**src/ptts_pkg.sv**
```systemverilog
`timescale 1ns / 1ps
// ----------------------------------------------------------------------------
// ptts_pkg
// Shared types and constants for the priority timed task scheduler.
// ----------------------------------------------------------------------------
package ptts_pkg;
  localparam int TASK_SLOTS = 16;
  localparam int ID_W = $clog2(TASK_SLOTS);
  localparam int LINK_W = ID_W + 1;
  localparam logic [LINK_W-1:0] END_MARK = LINK_W'(TASK_SLOTS);
  localparam int MAX_RESULTS = 16;
  localparam int CNT_W = $clog2(MAX_RESULTS + 1);

  typedef enum logic [2:0] {
    REQ_ADD = 3'd0, REQ_REMOVE = 3'd1, REQ_TICK = 3'd2,
    REQ_PASS = 3'd3, REQ_SUSPEND = 3'd4, REQ_RESUME = 3'd5
  } req_t;

  typedef enum logic [2:0] {
    ST_OK = 3'd0, ST_FULL = 3'd1, ST_OVERRUN = 3'd2,
    ST_EMPTY = 3'd3, ST_BAD_ID = 3'd4, ST_NO_SUSPEND = 3'd5
  } status_t;
endpackage

```
**src/priority_timed_task_scheduler.sv**
```systemverilog
`timescale 1ns / 1ps
// ----------------------------------------------------------------------------
// priority_timed_task_scheduler
// Add, remove, tick, suspend and resume each answer with one output word.
// A run pass walks the linked task table one entry per cycle: each pending
// add is merged by a walk of the run list, then one walk for decrement (only
// when a tick is pending), one for service and one for removal.
// One item at a time. Synchronous active-low reset restores the free list.
// ----------------------------------------------------------------------------
module priority_timed_task_scheduler
  import ptts_pkg::*;
(
  input  logic              clk,
  input  logic              rst_n,
  input  logic              in_valid,
  output logic              in_ready,
  input  logic [2:0]        in_req_type,
  input  logic [7:0]        in_task_priority,
  input  logic [15:0]       in_start_delay,
  input  logic [15:0]       in_reload_interval,
  input  logic              in_one_shot,
  input  logic [3:0]        in_target_slot,
  output logic              out_valid,
  input  logic              out_ready,
  output logic [3:0]        out_slot_id,
  output logic              out_slot_valid,
  output logic              out_last_of_run,
  output logic [2:0]        out_status
);

  typedef enum logic [3:0] {
    S_IDLE, S_MERGE_POP, S_MERGE_WALK, S_DEC, S_SERVE, S_DROP, S_EMIT, S_OUT
  } state_t;

  state_t state_r;
  logic [15:0] interval_r [TASK_SLOTS];
  logic [15:0] timer_r [TASK_SLOTS];
  logic [7:0]  prio_r [TASK_SLOTS];
  logic        once_r [TASK_SLOTS];
  logic        mark_r [TASK_SLOTS];
  logic [LINK_W-1:0] link_r [TASK_SLOTS];
  logic [LINK_W-1:0] run_head_r, pend_head_r, free_head_r;
  logic tick_r, susp_r, resume_r;

  logic [LINK_W-1:0] cur_r, prev_r, nw_r;
  logic [ID_W-1:0] due_q_r [MAX_RESULTS];
  logic [CNT_W-1:0] due_cnt_r, emit_idx_r;

  logic [ID_W-1:0] cur_id, prev_id, nw_id;
  assign cur_id  = cur_r[ID_W-1:0];
  assign prev_id = prev_r[ID_W-1:0];
  assign nw_id   = nw_r[ID_W-1:0];

  assign in_ready = (state_r == S_IDLE);

  always_ff @(posedge clk) begin
    if (!rst_n) begin
      state_r <= S_IDLE;
      for (int i = 0; i < TASK_SLOTS; i++) link_r[i] <= LINK_W'(i + 1);
      run_head_r <= END_MARK;
      pend_head_r <= END_MARK;
      free_head_r <= '0;
      tick_r <= 1'b0;
      susp_r <= 1'b0;
      resume_r <= 1'b0;
      out_valid <= 1'b0;
      due_cnt_r <= '0;
      emit_idx_r <= '0;
    end else begin
      case (state_r)
        S_IDLE: begin
          if (in_valid) begin
            out_slot_id <= '0;
            out_slot_valid <= 1'b0;
            out_last_of_run <= 1'b1;
            out_status <= ST_OK;
            state_r <= S_OUT;
            case (in_req_type)
              REQ_ADD: begin
                if (free_head_r == END_MARK) begin
                  out_status <= ST_FULL;
                end else begin
                  free_head_r <= link_r[free_head_r[ID_W-1:0]];
                  link_r[free_head_r[ID_W-1:0]] <= pend_head_r;
                  pend_head_r <= free_head_r;
                  interval_r[free_head_r[ID_W-1:0]] <= in_reload_interval;
                  timer_r[free_head_r[ID_W-1:0]] <= in_start_delay;
                  prio_r[free_head_r[ID_W-1:0]] <= in_task_priority;
                  once_r[free_head_r[ID_W-1:0]] <= in_one_shot;
                  mark_r[free_head_r[ID_W-1:0]] <= 1'b0;
                  out_slot_id <= free_head_r[ID_W-1:0];
                  out_slot_valid <= 1'b1;
                end
              end
              REQ_REMOVE: begin
                if (run_head_r == END_MARK) out_status <= ST_EMPTY;
                else if ({1'b0, in_target_slot} >= LINK_W'(TASK_SLOTS))
                  out_status <= ST_BAD_ID;
                else mark_r[in_target_slot[ID_W-1:0]] <= 1'b1;
              end
              REQ_TICK: begin
                if (!susp_r) begin
                  if (tick_r) out_status <= ST_OVERRUN;
                  tick_r <= 1'b1;
                end
                if (resume_r) begin
                  if (!susp_r && !tick_r) out_status <= ST_NO_SUSPEND;
                  resume_r <= 1'b0;
                  susp_r <= 1'b0;
                end
              end
              REQ_PASS: begin
                due_cnt_r <= '0;
                state_r <= S_MERGE_POP;
              end
              REQ_SUSPEND: susp_r <= 1'b1;
              REQ_RESUME: resume_r <= 1'b1;
              default: ;
            endcase
          end
        end
        S_MERGE_POP: begin
          if (pend_head_r == END_MARK) begin
            cur_r <= run_head_r;
            state_r <= tick_r ? S_DEC : S_SERVE;
            tick_r <= 1'b0;
          end else begin
            nw_r <= pend_head_r;
            pend_head_r <= link_r[pend_head_r[ID_W-1:0]];
            cur_r <= run_head_r;
            prev_r <= END_MARK;
            state_r <= S_MERGE_WALK;
          end
        end
        S_MERGE_WALK: begin
          if (cur_r != END_MARK && prio_r[nw_id] >= prio_r[cur_id]) begin
            prev_r <= cur_r;
            cur_r <= link_r[cur_id];
          end else begin
            link_r[nw_id] <= cur_r;
            if (prev_r == END_MARK) run_head_r <= nw_r;
            else link_r[prev_id] <= nw_r;
            state_r <= S_MERGE_POP;
          end
        end
        S_DEC: begin
          if (cur_r == END_MARK) begin
            cur_r <= run_head_r;
            state_r <= S_SERVE;
          end else begin
            if (timer_r[cur_id] != '0) timer_r[cur_id] <= timer_r[cur_id] - 16'd1;
            cur_r <= link_r[cur_id];
          end
        end
        S_SERVE: begin
          if (cur_r == END_MARK) begin
            cur_r <= run_head_r;
            prev_r <= END_MARK;
            state_r <= S_DROP;
          end else begin
            if (timer_r[cur_id] == '0) begin
              timer_r[cur_id] <= interval_r[cur_id];
              if (once_r[cur_id]) mark_r[cur_id] <= 1'b1;
              if (due_cnt_r != CNT_W'(MAX_RESULTS)) begin
                due_q_r[due_cnt_r[ID_W-1:0]] <= cur_id;
                due_cnt_r <= due_cnt_r + 1'b1;
              end
            end
            cur_r <= link_r[cur_id];
          end
        end
        S_DROP: begin
          if (cur_r == END_MARK) begin
            emit_idx_r <= '0;
            state_r <= S_EMIT;
          end else begin
            if (mark_r[cur_id]) begin
              if (prev_r == END_MARK) run_head_r <= link_r[cur_id];
              else link_r[prev_id] <= link_r[cur_id];
              link_r[cur_id] <= free_head_r;
              free_head_r <= cur_r;
            end else begin
              prev_r <= cur_r;
            end
            cur_r <= link_r[cur_id];
          end
        end
        S_EMIT: begin
          if (!out_valid || out_ready) begin
            out_valid <= 1'b1;
            out_status <= ST_OK;
            if (due_cnt_r == '0) begin
              out_slot_id <= '0;
              out_slot_valid <= 1'b0;
              out_last_of_run <= 1'b1;
              state_r <= S_OUT;
            end else begin
              out_slot_id <= due_q_r[emit_idx_r[ID_W-1:0]];
              out_slot_valid <= 1'b1;
              out_last_of_run <= (emit_idx_r + 1'b1 == due_cnt_r);
              emit_idx_r <= emit_idx_r + 1'b1;
              if (emit_idx_r + 1'b1 == due_cnt_r) state_r <= S_OUT;
            end
          end
        end
        S_OUT: begin
          if (!out_valid) out_valid <= 1'b1;
          else if (out_ready) begin
            out_valid <= 1'b0;
            state_r <= S_IDLE;
          end
        end
        default: state_r <= S_IDLE;
      endcase
    end
  end
endmodule
```
**config.mk**
```make
export PLATFORM = sky130hd
export DESIGN_NAME = priority_timed_task_scheduler
export DESIGN_NICKNAME = d
export VERILOG_FILES = /design/src/ptts_pkg.sv /design/src/priority_timed_task_scheduler.sv
export SDC_FILE = /design/constraint.sdc
export NUM_CORES = 1
export LEC_CHECK = 0
export BUFFER_PORTS_ARGS = -buffer_cell sky130_fd_sc_hd__buf_2
export CORE_ASPECT_RATIO = 0.75
export CORE_MARGIN = 10
export CORE_UTILIZATION = 35
export CTS_CLUSTER_DIAMETER = 100
export DETAILED_ROUTE_END_ITERATION = 16
export SYNTH_ARGS = -nofsm -noshare
export SYNTH_HDL_FRONTEND = slang
export SYNTH_SLANG_ARGS = --single-unit
```
**constraint.sdc**
```tcl
create_clock -name clk -period 19.2 [get_ports clk]
set_input_delay 0.96 -clock clk [delete_from_list [all_inputs] [get_ports clk]]
set_output_delay 0.96 -clock clk [all_outputs]
set_load 0.005 [all_outputs]
```
==> impl_table.tex <==
\begin{tabular}{lr}
\hline
Metric & Value \\
\hline
\multicolumn{2}{l}{\textbf{Global routing}} \\
\quad Residual overflow from global routing & 0 \\
\quad Initial antenna violation count & 14 \\
\quad Pin count of the biggest net entering global routing & 101 \\
\quad Wire length of the first global-routing pass & 160,000 um \\
\quad Number of global-route vias before repair & 22,600 \\
\quad Total GRT Usage & 16.8\% \\
\multicolumn{2}{l}{\textbf{Cells and area}} \\
\quad Most frequent cells in the layout & 840 x edfxtp\_1, 319 x mux4\_2, 137 x nand2\_1 \\
\quad Synthesis-to-layout area growth & 12.7\% \\
\quad Final layout net count & 2,363 \\
\quad Final core utilization & 39.9\% \\
\quad Layout fillers & 9,964 \\
\quad Most frequent standard cell in the layout excluding fill and tap cells & edfxtp\_1 \\
\quad Share of layout cells above drive strength 1 & 27.2\% \\
\quad Filler-free cell count of the finished design & 3,877 \\
\multicolumn{2}{l}{\textbf{Timing}} \\
\quad Hold Worst Slack & 0.527 ns \\
\quad Hold Vio Cnt, Final & 0 \\
\quad Setup clock skew after layout & 0.0513 ns \\
\quad Actual transition at the worst max-transition pin & 1.38 ns \\
\quad Count of final max-slew check failures & 0 \\
\quad Final worst path period need & 7.35 ns \\
\quad Peak Freq & 136 MHz \\
\quad RSZ-0062 raised after global routing & no \\
\quad Period utilization & 38.3\% \\
\quad Number of failing setup endpoints in the final timing report & 0 \\
\quad Worst slew margin & 8.14\% \\
\quad Sum Neg Setup Slack & 0 ns \\
\quad Final WS setup & 11.85 ns \\
\multicolumn{2}{l}{\textbf{Clock tree}} \\
\quad Clock H-tree levels & 3 \\
\quad Clock Latency Late Sink & 0.70 ns \\
\quad Number of sinks on the clock net & 892 \\
\quad TritonCTS clock tree & done \\
\quad Clock buffer count from CTS & 85 \\
\quad Root cell of the clock tree & clkbuf\_16 \\
\quad Worst-case clock buffer depth & 3 \\
\quad \# hold bufs at CTS & 0 \\
\quad PostCTS Resize Cnt & 0 \\
\quad Post-CTS setup buffer count & 0 \\
\quad CTS clk-pin slew, worst paths & 0.07 ns \\
\multicolumn{2}{l}{\textbf{Floorplanning}} \\
\quad Die ar. & 0.127 mm\^{}2 \\
\quad IO Pins & 63 \\
\quad Starting utilization of the core area & 35.4\% \\
\quad Area of the core & 0.112 mm\^{}2 \\
\quad Core Rows & 106 \\
\quad Floorplan die width & 408 um \\
\quad Die H & 311 um \\
\multicolumn{2}{l}{\textbf{Run}} \\
\quad Max-cap violations & 0 \\
\multicolumn{2}{l}{\textbf{Synthesis}} \\
\quad FF+latch count, synth & 892 \\
\quad Post-synth EDFFs & 840 \\
\quad Sequential share of the synthesized area & 66.4\% \\
\quad Synthesis warning total & 0 \\
\quad Synth cell types & 78 \\
\quad Ys flop type & edfxtp\_1 \\
\quad Post-Syn Instances & 2,244 \\
\quad Share of synthesized flip-flops with an asynchronous set or reset & 0\% \\
\quad Net count of the mapped netlist & 2,310 \\
\quad Total standard cell area after synthesis & 0.0395 mm\^{}2 \\
\quad Mean Syn Cell Area & 17.6 um\^{}2 \\
\multicolumn{2}{l}{\textbf{Worst setup path}} \\
\quad Setup slack on the worst flop-to-flop path & 11.85 ns \\
\quad Critical Path RT & 19.48 ns \\
\quad Critical path class & reg2reg \\
\quad Capture point of the worst reg-to-reg path & timer\_r[9][7]\$\_DFFE\_PP\_ \\
\quad Arrival time of the worst setup path & 7.63 ns \\
\quad Startpoint Class & flop \\
\quad Type of element capturing the critical path & flop \\
\quad Top fanout value on the critical path & 100 \\
\quad Depth of the worst register-to-register path & 11 \\
\multicolumn{2}{l}{\textbf{Min path}} \\
\quad Cells on Worst Hold Path & 2 \\
\quad Endpoint with the worst hold slack & run\_head\_r[0]\$\_SDFFE\_PN0P\_ \\
\quad Hold Startpoint & run\_head\_r[0]\$\_SDFFE\_PN0P\_ \\
\quad Hold Path Class & reg2reg \\
\multicolumn{2}{l}{\textbf{Placed design}} \\
\quad Placed Cells incl. Taps & 3,722 \\
\quad Detail Placement HPWL & 69,400 um \\
\quad Final weighted congestion in routability-driven placement & 0.889 \\
\quad Pre-CTS setup slack & 11.81 ns \\
\quad Number of input and output port buffers inserted & 62 \\
\multicolumn{2}{l}{\textbf{Detailed routing}} \\
\quad Wl on met1 & 47,000 um \\
\quad Top layer in use & met5 \\
\quad Via count normalized by instance count & 5.94 \\
\quad DRT iter0 DRCs & 2,910 \\
\quad Routed length on met2 & 48,400 um \\
\quad Via Count & 23,000 \\
\quad Detail Route met3 WL & 11,200 um \\
\quad WL final & 109,000 um \\
\quad DRC & 0 \\
\quad Wirelength per Cell & 28.2 um \\
\quad Routed Antenna Nets & 0 \\
\quad First-pass iteration count of the detailed router & 6 \\
\multicolumn{2}{l}{\textbf{Pwr}} \\
\quad Cell Int Power & 0.00380 W \\
\quad Power share of the clock group & 30.4\% \\
\quad Worst-case vdd ir drop & 0.0000816 V \\
\quad Total power density per cell area & 125 mW/mm\^{}2 \\
\quad Pleak & 13.6 nW \\
\quad Sequential power share & 41.5\% \\
\quad Combinational cell fraction of total power & 28.1\% \\
\quad Sw Pwr & 0.00176 W \\
\quad Net Sw Frac & 31.7\% \\
\multicolumn{2}{l}{\textbf{Run status}} \\
\quad Run status & finished clean \\
\hline
\end{tabular}
[metrics by stage]
step | cell area, um^2 | total power [W]
floorplan | 39500 | 0.00340
global placement | 41800 | 0.00388
detailed placement | 41800 | 0.00390
CTS | 44600 | 0.00558
global route | 44600 | 0.00577
finish | 44600 | 0.00556
[layer usage]
layer / vias up / global-route usage (%)
met1: 12100 / 24.6
met5: - / 0
met3: 188 / 4.43
met2: 1335 / 24.7
li1: 9455 / -
met4: 8 / 3.92
[sequential cells by signal (all words and copies together), names as in the netlist, 16 cells and up, named ones only]
name	count
interval_r	256
timer_r	256
prio_r	128
link_r	80
due_q_r	64
mark_r	16
once_r	16
[worst max path at each step]
stage / start / end / slack, ns / cells past startpoint
after floorplan: flop / link_r[0][0]$_DFFE_PP_ / 13.16 / 21
after global placement: flop / timer_r[6][9]$_DFFE_PP_ / 11.99 / 11
after detailed placement: flop / timer_r[9][1]$_DFFE_PP_ / 11.81 / 11
after CTS: flop / timer_r[9][7]$_DFFE_PP_ / 11.79 / 11
after global routing: flop / timer_r[6][8]$_DFFE_PP_ / 11.32 / 11
final: flop / timer_r[9][7]$_DFFE_PP_ / 11.85 / 11
[area by class of cell]
| class | count | area, um^2 | area share, % |
|---|---|---|---|
| diodes | 1 | 2.50 | 0.00561 |
| inverters | 33 | 124 | 0.278 |
| repair buffers | 113 | 706 | 1.58 |
| clock inverters | 49 | 500 | 1.12 |
| flip-flops and latches | 892 | 26300 | 59.0 |
| well taps | 1512 | 1890 | 4.24 |
| multi-input cells | 1172 | 12800 | 28.7 |
| clock buffers | 105 | 2270 | 5.10 |
[worst max-delay path, stage by stage, from the launching register on]
cell     delay (ns)
dfxtp_4        0.65
buf_4          0.56
buf_12         0.54
buf_4          0.79
mux4_2         0.60
a22oi_1        0.21
nand2_1        0.23
or3_1          0.53
or3_1          0.55
nor3_2         0.67
o21ai_1        0.32
o22ai_2        1.03
[synth_stat cells (all sizes together) (13+ instances only)]
cell type	instances	share of area (%)
nand2	137	1.3
o211ai	23	0.44
nor2b	24	0.38
o21ai	29	0.38
mux2i	28	0.71
nand2b	16	0.25
mux2	18	0.51
buf	47	0.67
nor2	115	1.1
xnor2	13	0.29
inv	32	0.30
nand3	39	0.51
nand4	15	0.24
clkbuf	100	0.95
nor3	23	0.30
edfxtp	840	64
a21oi	30	0.38
and2	13	0.21
dfxtp	52	2.6
a22oi	39	0.74
o22ai	78	1.2
mux4	319	18
ha	14	0.44
a31oi	15	0.24
[power groups by stage]
stage	sequential, W	combinational [W]	clock [W]
2_1_floorplan	0.00226	0.00115	0
3_3_place_gp	0.00235	0.00154	0
3_5_place_dp	0.00235	0.00155	0
4_1_cts	0.00231	0.00156	0.00172
5_1_grt	0.00232	0.00166	0.00180
6_report	0.00231	0.00156	0.00169
[cell families (layout without fill, tap and decap cells)]
group	Yosys count	count (layout)	share of synthesized area (%)
XOR/XNOR	21	21	0.465
AO/OA/AOI/OAI	326	326	5.86
AND/OR/NAND/NOR	446	446	5.50
adder cells (fa/ha/maj)	14	14	0.443
multiplexers	365	365	19.4
flip-flops	892	892	66.4
other	0	1	0
buffers and inverters	180	300	1.93
Power figures use the tool's default switching activity.
